<file path="config.mk">
export PLATFORM = sky130hd
export DESIGN_NAME = ghbp_front
export DESIGN_NICKNAME = d
export VERILOG_FILES = /design/src/ghbp_pkg.sv /design/src/ghbp_front.sv
export SDC_FILE = /design/constraint.sdc
export NUM_CORES = 1
export LEC_CHECK = 0
export CAP_MARGIN = 20
export CELL_PAD_IN_SITES_DETAIL_PLACEMENT = 1
export CELL_PAD_IN_SITES_GLOBAL_PLACEMENT = 2
export CORE_MARGIN = 3
export CORE_UTILIZATION = 40
export CTS_BUF_LIST = sky130_fd_sc_hd__clkbuf_16
export DETAILED_ROUTE_END_ITERATION = 12
export DONT_BUFFER_PORTS = 1
export GPL_ROUTABILITY_DRIVEN = 1
export MAX_ROUTING_LAYER = met4
export PLACE_DENSITY = 0.68
export SYNTH_ARGS = -nofsm -noshare
export SYNTH_HDL_FRONTEND = slang
export SYNTH_SLANG_ARGS = --single-unit
</file>
<file path="constraint.sdc">
create_clock -name clk -period 6.8 [get_ports clk]
set_input_delay 1.36 -clock clk [delete_from_list [all_inputs] [get_ports clk]]
set_output_delay 1.36 -clock clk [all_outputs]
set_load 0.02 [all_outputs]
</file>
<file path="src/ghbp_pkg.sv">
// ----------------------------------------------------------------------------
// ghbp_pkg
// shared types, codes and defaults for the generational handle buffer pool
// ----------------------------------------------------------------------------
package ghbp_pkg;

  localparam int SLOTS_DEF      = 16;
  localparam int SLOT_BYTES_DEF = 64;
  localparam int GEN_BITS_DEF   = 16;

  // operation codes as they arrive on the input word
  localparam logic [2:0] FN_NEW  = 3'd0;
  localparam logic [2:0] FN_SET  = 3'd1;
  localparam logic [2:0] FN_SUM  = 3'd2;
  localparam logic [2:0] FN_MOVE = 3'd3;
  localparam logic [2:0] FN_FREE = 3'd4;

  // result status codes
  localparam logic [2:0] ST_HANDLE = 3'd0;
  localparam logic [2:0] ST_OK     = 3'd1;
  localparam logic [2:0] ST_STALE  = 3'd2;
  localparam logic [2:0] ST_BOUNDS = 3'd3;
  localparam logic [2:0] ST_SAME   = 3'd4;
  localparam logic [2:0] ST_SUM    = 3'd5;
  localparam logic [2:0] ST_FULL   = 3'd6;
  localparam logic [2:0] ST_CAP    = 3'd7;

  typedef struct packed {
    logic [2:0]  func;
    logic [7:0]  alloc_size;
    logic [7:0]  slot_index;
    logic [15:0] slot_generation;
    logic [7:0]  byte_offset;
    logic [7:0]  byte_value;
    logic [7:0]  dest_index;
    logic [15:0] dest_generation;
  } in_word_t;

  typedef struct packed {
    logic [2:0]  status;
    logic [3:0]  handle_index;
    logic [15:0] handle_generation;
    logic [13:0] result_value;
    logic [4:0]  live_count;
    logic [10:0] live_bytes;
  } out_word_t;

  typedef enum logic [2:0] {
    OP_NEW,
    OP_SET,
    OP_SUM,
    OP_MOVE,
    OP_FREE,
    OP_BAD
  } op_t;

  // classified command handed from front to back
  typedef struct packed {
    op_t      op;
    logic     cap;
    logic     src_oob;
    logic     dst_oob;
    in_word_t word;
  } cmd_t;

  typedef enum logic [3:0] {
    BS_IDLE,
    BS_SCAN,
    BS_CLEAR,
    BS_SRC,
    BS_DST,
    BS_SUM,
    BS_COPY,
    BS_RELEASE,
    BS_DONE
  } back_state_t;

endpackage

</file>
<file path="src/ghbp_front.sv">
// ----------------------------------------------------------------------------
// ghbp_front
// accepts input words, decodes and range-checks them, two-entry queue to back
// ----------------------------------------------------------------------------
module ghbp_front #(
  parameter int SLOTS      = ghbp_pkg::SLOTS_DEF,
  parameter int SLOT_BYTES = ghbp_pkg::SLOT_BYTES_DEF
) (
  input  logic              clk,
  input  logic              rst_n,
  input  logic              in_valid,
  output logic              in_stall,
  input  ghbp_pkg::in_word_t in_word,
  output logic              q_valid,
  input  logic              q_pop,
  output ghbp_pkg::cmd_t    q_cmd
);

  ghbp_pkg::cmd_t q_r [2];
  ghbp_pkg::cmd_t cls;
  logic       head_r, head_nxt;
  logic [1:0] cnt_r, cnt_nxt;
  logic       push;

  always_comb begin
    cls      = '0;
    cls.word = in_word;
    unique case (in_word.func)
      ghbp_pkg::FN_NEW:  cls.op = ghbp_pkg::OP_NEW;
      ghbp_pkg::FN_SET:  cls.op = ghbp_pkg::OP_SET;
      ghbp_pkg::FN_SUM:  cls.op = ghbp_pkg::OP_SUM;
      ghbp_pkg::FN_MOVE: cls.op = ghbp_pkg::OP_MOVE;
      ghbp_pkg::FN_FREE: cls.op = ghbp_pkg::OP_FREE;
      default:           cls.op = ghbp_pkg::OP_BAD;
    endcase
    cls.cap     = 32'(in_word.alloc_size) > 32'(SLOT_BYTES);
    cls.src_oob = 32'(in_word.slot_index) >= 32'(SLOTS);
    cls.dst_oob = 32'(in_word.dest_index) >= 32'(SLOTS);
  end

  assign in_stall = (cnt_r == 2'd2);
  assign push     = in_valid && !in_stall;
  assign q_valid  = (cnt_r != 2'd0);
  assign q_cmd    = q_r[head_r];

  always_comb begin
    head_nxt = head_r;
    cnt_nxt  = cnt_r;
    if (q_pop && q_valid) begin
      head_nxt = !head_r;
    end
    if (push && !(q_pop && q_valid)) begin
      cnt_nxt = cnt_r + 2'd1;
    end else if (!push && q_pop && q_valid) begin
      cnt_nxt = cnt_r - 2'd1;
    end
  end

  always_ff @(posedge clk) begin
    if (!rst_n) begin
      head_r <= 1'b0;
      cnt_r  <= 2'd0;
    end else begin
      head_r <= head_nxt;
      cnt_r  <= cnt_nxt;
    end
  end

  // tail slot is head plus count
  always_ff @(posedge clk) begin
    if (push) begin
      q_r[head_r ^ cnt_r[0]] <= cls;
    end
  end

endmodule

</file>
* Word-level counts from Yosys, hierarchy flattened
Memories as Yosys holds them, arrays and structs flattened. A register that Yosys moved wholly into a read port is not among the register bits.
Cells that the tools add are included.
** Storage, ports and cells
- Register bits :: 3
- Latch bits :: 0
- Bits in writable memories :: 162
- Bits in read-only memories :: 0
- Input bits :: 79
- Output and inout bits :: 83
- Word-level logic and storage cells :: 33
- Memories :: 1
** Memories
- q_r :: depth 2, bits a word 81, read ports 1, clocked after memory_dff 1, wr ports 1, RTL line ghbp_front.sv:19 : ghbp_pkg::cmd_t q_r [2];
** Operators by class
- $add $sub $neg :: 2
- Multipliers :: 0
- Div/mod/pow operators :: 0
- Order comparisons :: 3
- Equal/unequal tests :: 5
- Shift-type cells :: 0
- Muxes and demuxes :: 7
- Bitwise logic cells :: 1
- Reduce and logical (&&, ||, !) cells :: 12
** Operators with widths (count)
- >= comparator 8 x 5 -> 1 bit, second input constant :: 2
- one-hot mux 3 bit (5 select lines) :: 1
- greater-than comparator 8 x 7 -> 1 bit, second input constant :: 1
- equality test 3 x 2 -> 1 bit, second input constant :: 2
- logical AND 1 bit :: 5
- zero test 1 bit :: 4
- 2-to-1 mux 1 bit :: 4
- 2-to-1 mux 2 bit :: 2
- nonzero test 2 bit :: 2
- equality test 3 x 1 -> 1 bit, second input constant :: 1
- equality test 3 bit, second input constant :: 1
- zero test 3 bit :: 1
- adder 2 x 1 -> 2 bit, second input constant :: 1
- equality test 2 bit, second input constant :: 1
- subtractor 2 x 1 -> 2 bit, second input constant :: 1
- bitwise XOR 1 bit :: 1

* Logic depth before layout (Yosys ltp)
- Word-level depth :: 8
- Depth in mapped cells :: 4
- Mapped depth without buffers :: 3

* Worst setup path before layout
No wires, ideal clock.
- Kind :: input port to flip-flop
- Start point :: input port in_valid
- End point :: memory q_r[1][0] in the netlist's numbering, enable pin
- Library setup time :: 521 ps
- Arrival time :: 4785 ps
- Data required time :: 6279 ps
- Path slack :: 1494 ps
- Stages :: 2
- Buffers on the path :: 0
- Cells stage by stage :: inv_1 > nor2_1
** Between the ends
- Longest elaborated chain between the ends :: 3
** RTL lines
- start, declared :: RTL line ghbp_front.sv:11 : input logic in_valid,
- logical AND 1 bit :: RTL line ghbp_front.sv:42 : assign push = in_valid && !in_stall;
- 2-to-1 mux 1 bit :: RTL line ghbp_front.sv:71 : if (push) begin
- 2-to-1 mux 1 bit (not written as such) :: RTL line ghbp_front.sv:72 : q_r[head_r ^ cnt_r[0]] <= cls;
- end, declared :: RTL line ghbp_front.sv:19
Every way passes these cells.

==> qor.csv <==
metric;value;unit
reg2reg_setup_slack;4.39;ns
pin_count;162;
rows;44;
synth_top_cell_by_area;edfxtp_1;
r2r_start;cnt_r[0];
cts_resized;0;
ys_seq_area_share;80.4;%
dr.pass1.iters;4;
hold_class;reg -> reg;
mostFrequentLayoutCells;edfxtp_1 (162), mux2_2 (81), clkbuf_16 (17);
post-dp-hpwl;6820;µm
ys_warn_count;0;
cp_slowest_cell;dfxtp_4;
fin_crit_sh;47.6;%
cp.required;5.44;ns
postPlaceCellArea;6310;µm²
tns;0;ns
grt_max_degree;82;
p_per_area;337;nW/µm²
drc;0;
end_kind;output port;
wirelength;10900;µm
path_clk_slew;0.06;ns
gp_congestion;0.715;
hold_buffers;0;
critPathArrivalTime;1.88;ns
drive_above_1_share;36.7;%
max_slew_margin;42.3;%
worst_pin_slew;0.866;ns
grt_setup_unrepaired;false;
num_vias;2592;
post-route-min-period;3.24;ns
r2r_cells;4;
drv_cap;0;
drt_iter0_markers;187;
syn2layout_area_growth;11.8;%
design_area;6880;µm²
slew_viol_final;0;
cp.buffers_inverters;1;
vias_per_cell;5.22;
root_buffer;clkbuf_16;
fin_skew;0.00727;ns
ys_ff_latch;166;
worst_setup_path_start_kind;register;
hold_ws;0.630;ns
outcome;complete, no violations;
path_max_fanout;52;
insertion_delay;0.41;ns
grt.overflow.total;0;
synth.avg_cell_area;21.3;µm²
grt_pass1_vias;2762;
grt_usage;13.5;%
dieArea;16900;µm²
port_buffers;0;
setup_viol;0;
dp_cells;464;
critPathTopFamily;flip-flops;
core-area;14800;µm²
r2r-end;q_r[1][51];
synthCells;289;
drt-wirelength-per-cell;21.9;µm
critPathMaxStageDelay;0.64;ns
ys_types;26;
clock-sinks;166;
antenna_found_initial;0;
cts_made_buffers;17;
ir_worst_vdd;0.170;mV
grt_pass1_wl;16100;µm
post-cts-setup-buffers;0;
hold_viol;0;
layout_commonest_cell;edfxtp_1;
max_freq;309;MHz
start_util;41.5;%
synth_top_area_share;79.1;%
cts_max_level;4;
syn-num-nets;368;
crit_chain;buf_16 > mux2_2;
netlist_area;6150;µm²
p_leak;2.19;nW
synthTopCellsByArea;edfxtp_1 (79%), mux2_2 (15%), buf_6 (1.5%), dfxtp_1 (1.3%), mux2i_1 (0.33%);
postRouteAntennaNets;0;
fin_nets;379;
worstSetupPathType;reg -> out;
clock_path_buffers;2;
die_h;130;µm
antenna_cells;0;
cts_tree;built;
endpoint;q_cmd[37];
die_width;130;µm
path_depth;2;
layout.cells.non_filler;497;
-- metrics by stage --
| stage | worst slack [ns] | util [%] | total power [mW] |
|---|---|---|---|
| 6_report | 3.56 | 46.5 | 2.32 |
| 5_1_grt | 3.46 | 46.5 | 2.42 |
| 4_1_cts | 3.33 | 46.3 | 2.36 |
| 3_5_place_dp | 3.58 | 42.6 | 1.48 |
| 3_3_place_gp | 3.61 | 42.6 | 1.47 |
| 2_1_floorplan | 1.49 | - | 1.45 |
-- sequential cells by signal (all words and copies together), names as in the netlist, named ones only --
register and count:
cnt_r 2, head_r 1, q_r 162
-- routing by layer --
layer / vias up / GRT usage, % / routed length, µm
met1: 1305 / 15.2 / 4180
met4: 0 / 6.42 / 218
li1: 1163 / - / -
met5: - / - / 0
met3: 15 / 6.55 / 1210
met2: 109 / 20.3 / 5300
-- cells in the mapped netlist --
master    instances
clkbuf_1          1
or4_1             2
and2_1            3
dfxtp_1           4
xnor2_1           1
nor3_1            1
nor4_1            1
inv_1             3
nor2b_1           1
buf_2             1
o21ai_1           1
mux2i_1           2
mux2_2           81
edfxtp_1        162
a21oi_1           1
buf_4             1
a32oi_1           1
o211ai_1          1
o221ai_1          1
and2b_1           1
nor2_1            5
a21boi_0          1
nand2b_1          1
buf_6             8
nand2_1           2
a21o_1            2
-- power breakdown --
group          leakage, nW  switching [mW]  internal, mW
clock network        0.259           0.371         0.497
registers             1.54          0.0225          1.21
logic                0.391           0.155        0.0660
total                 2.19           0.548          1.77
-- worst min-delay path by stage --
stage | startpoint | end | slack (ns) | cells after the start
CTS | cnt_r[1] | cnt_r[1] | 0.63 | 2
finish | cnt_r[1] | cnt_r[1] | 0.63 | 2
global route | cnt_r[1] | cnt_r[1] | 0.67 | 2
floorplan | cnt_r[1] | cnt_r[1] | 0.56 | 2
global placement | cnt_r[1] | cnt_r[1] | 0.60 | 2
detailed placement | cnt_r[1] | cnt_r[1] | 0.62 | 2
-- tightest hold or removal path: stages, from the launching register on --
cell and delay, ns:
dfxtp_1 0.37, o211ai_1 0.12, a21boi_0 0.08
-- logic make-up (layout without fill, tap and decap cells) --
logic type / Yosys count / count (layout) / share of synthesized area [%]
flops: 166 / 166 / 80.4
mux: 83 / 83 / 15.2
simple gates: 17 / 17 / 1.48
buf+inv: 14 / 38 / 1.91
compound gates: 8 / 8 / 0.935
xor+xnor: 1 / 1 / 0.142
-- area by class of cell --
| type | count | area [µm²] |
|---|---|---|
| clock buffers | 17 | 425 |
| clock inverters | 15 | 118 |
| fillers | 1338 | 7930 |
| inverters | 3 | 11.3 |
| multi-input cells | 109 | 1100 |
| flip-flops and latches | 166 | 4950 |
| well taps | 184 | 230 |
| repair buffers | 3 | 42.5 |
Note: power is estimated with default switching activity, not from simulation.
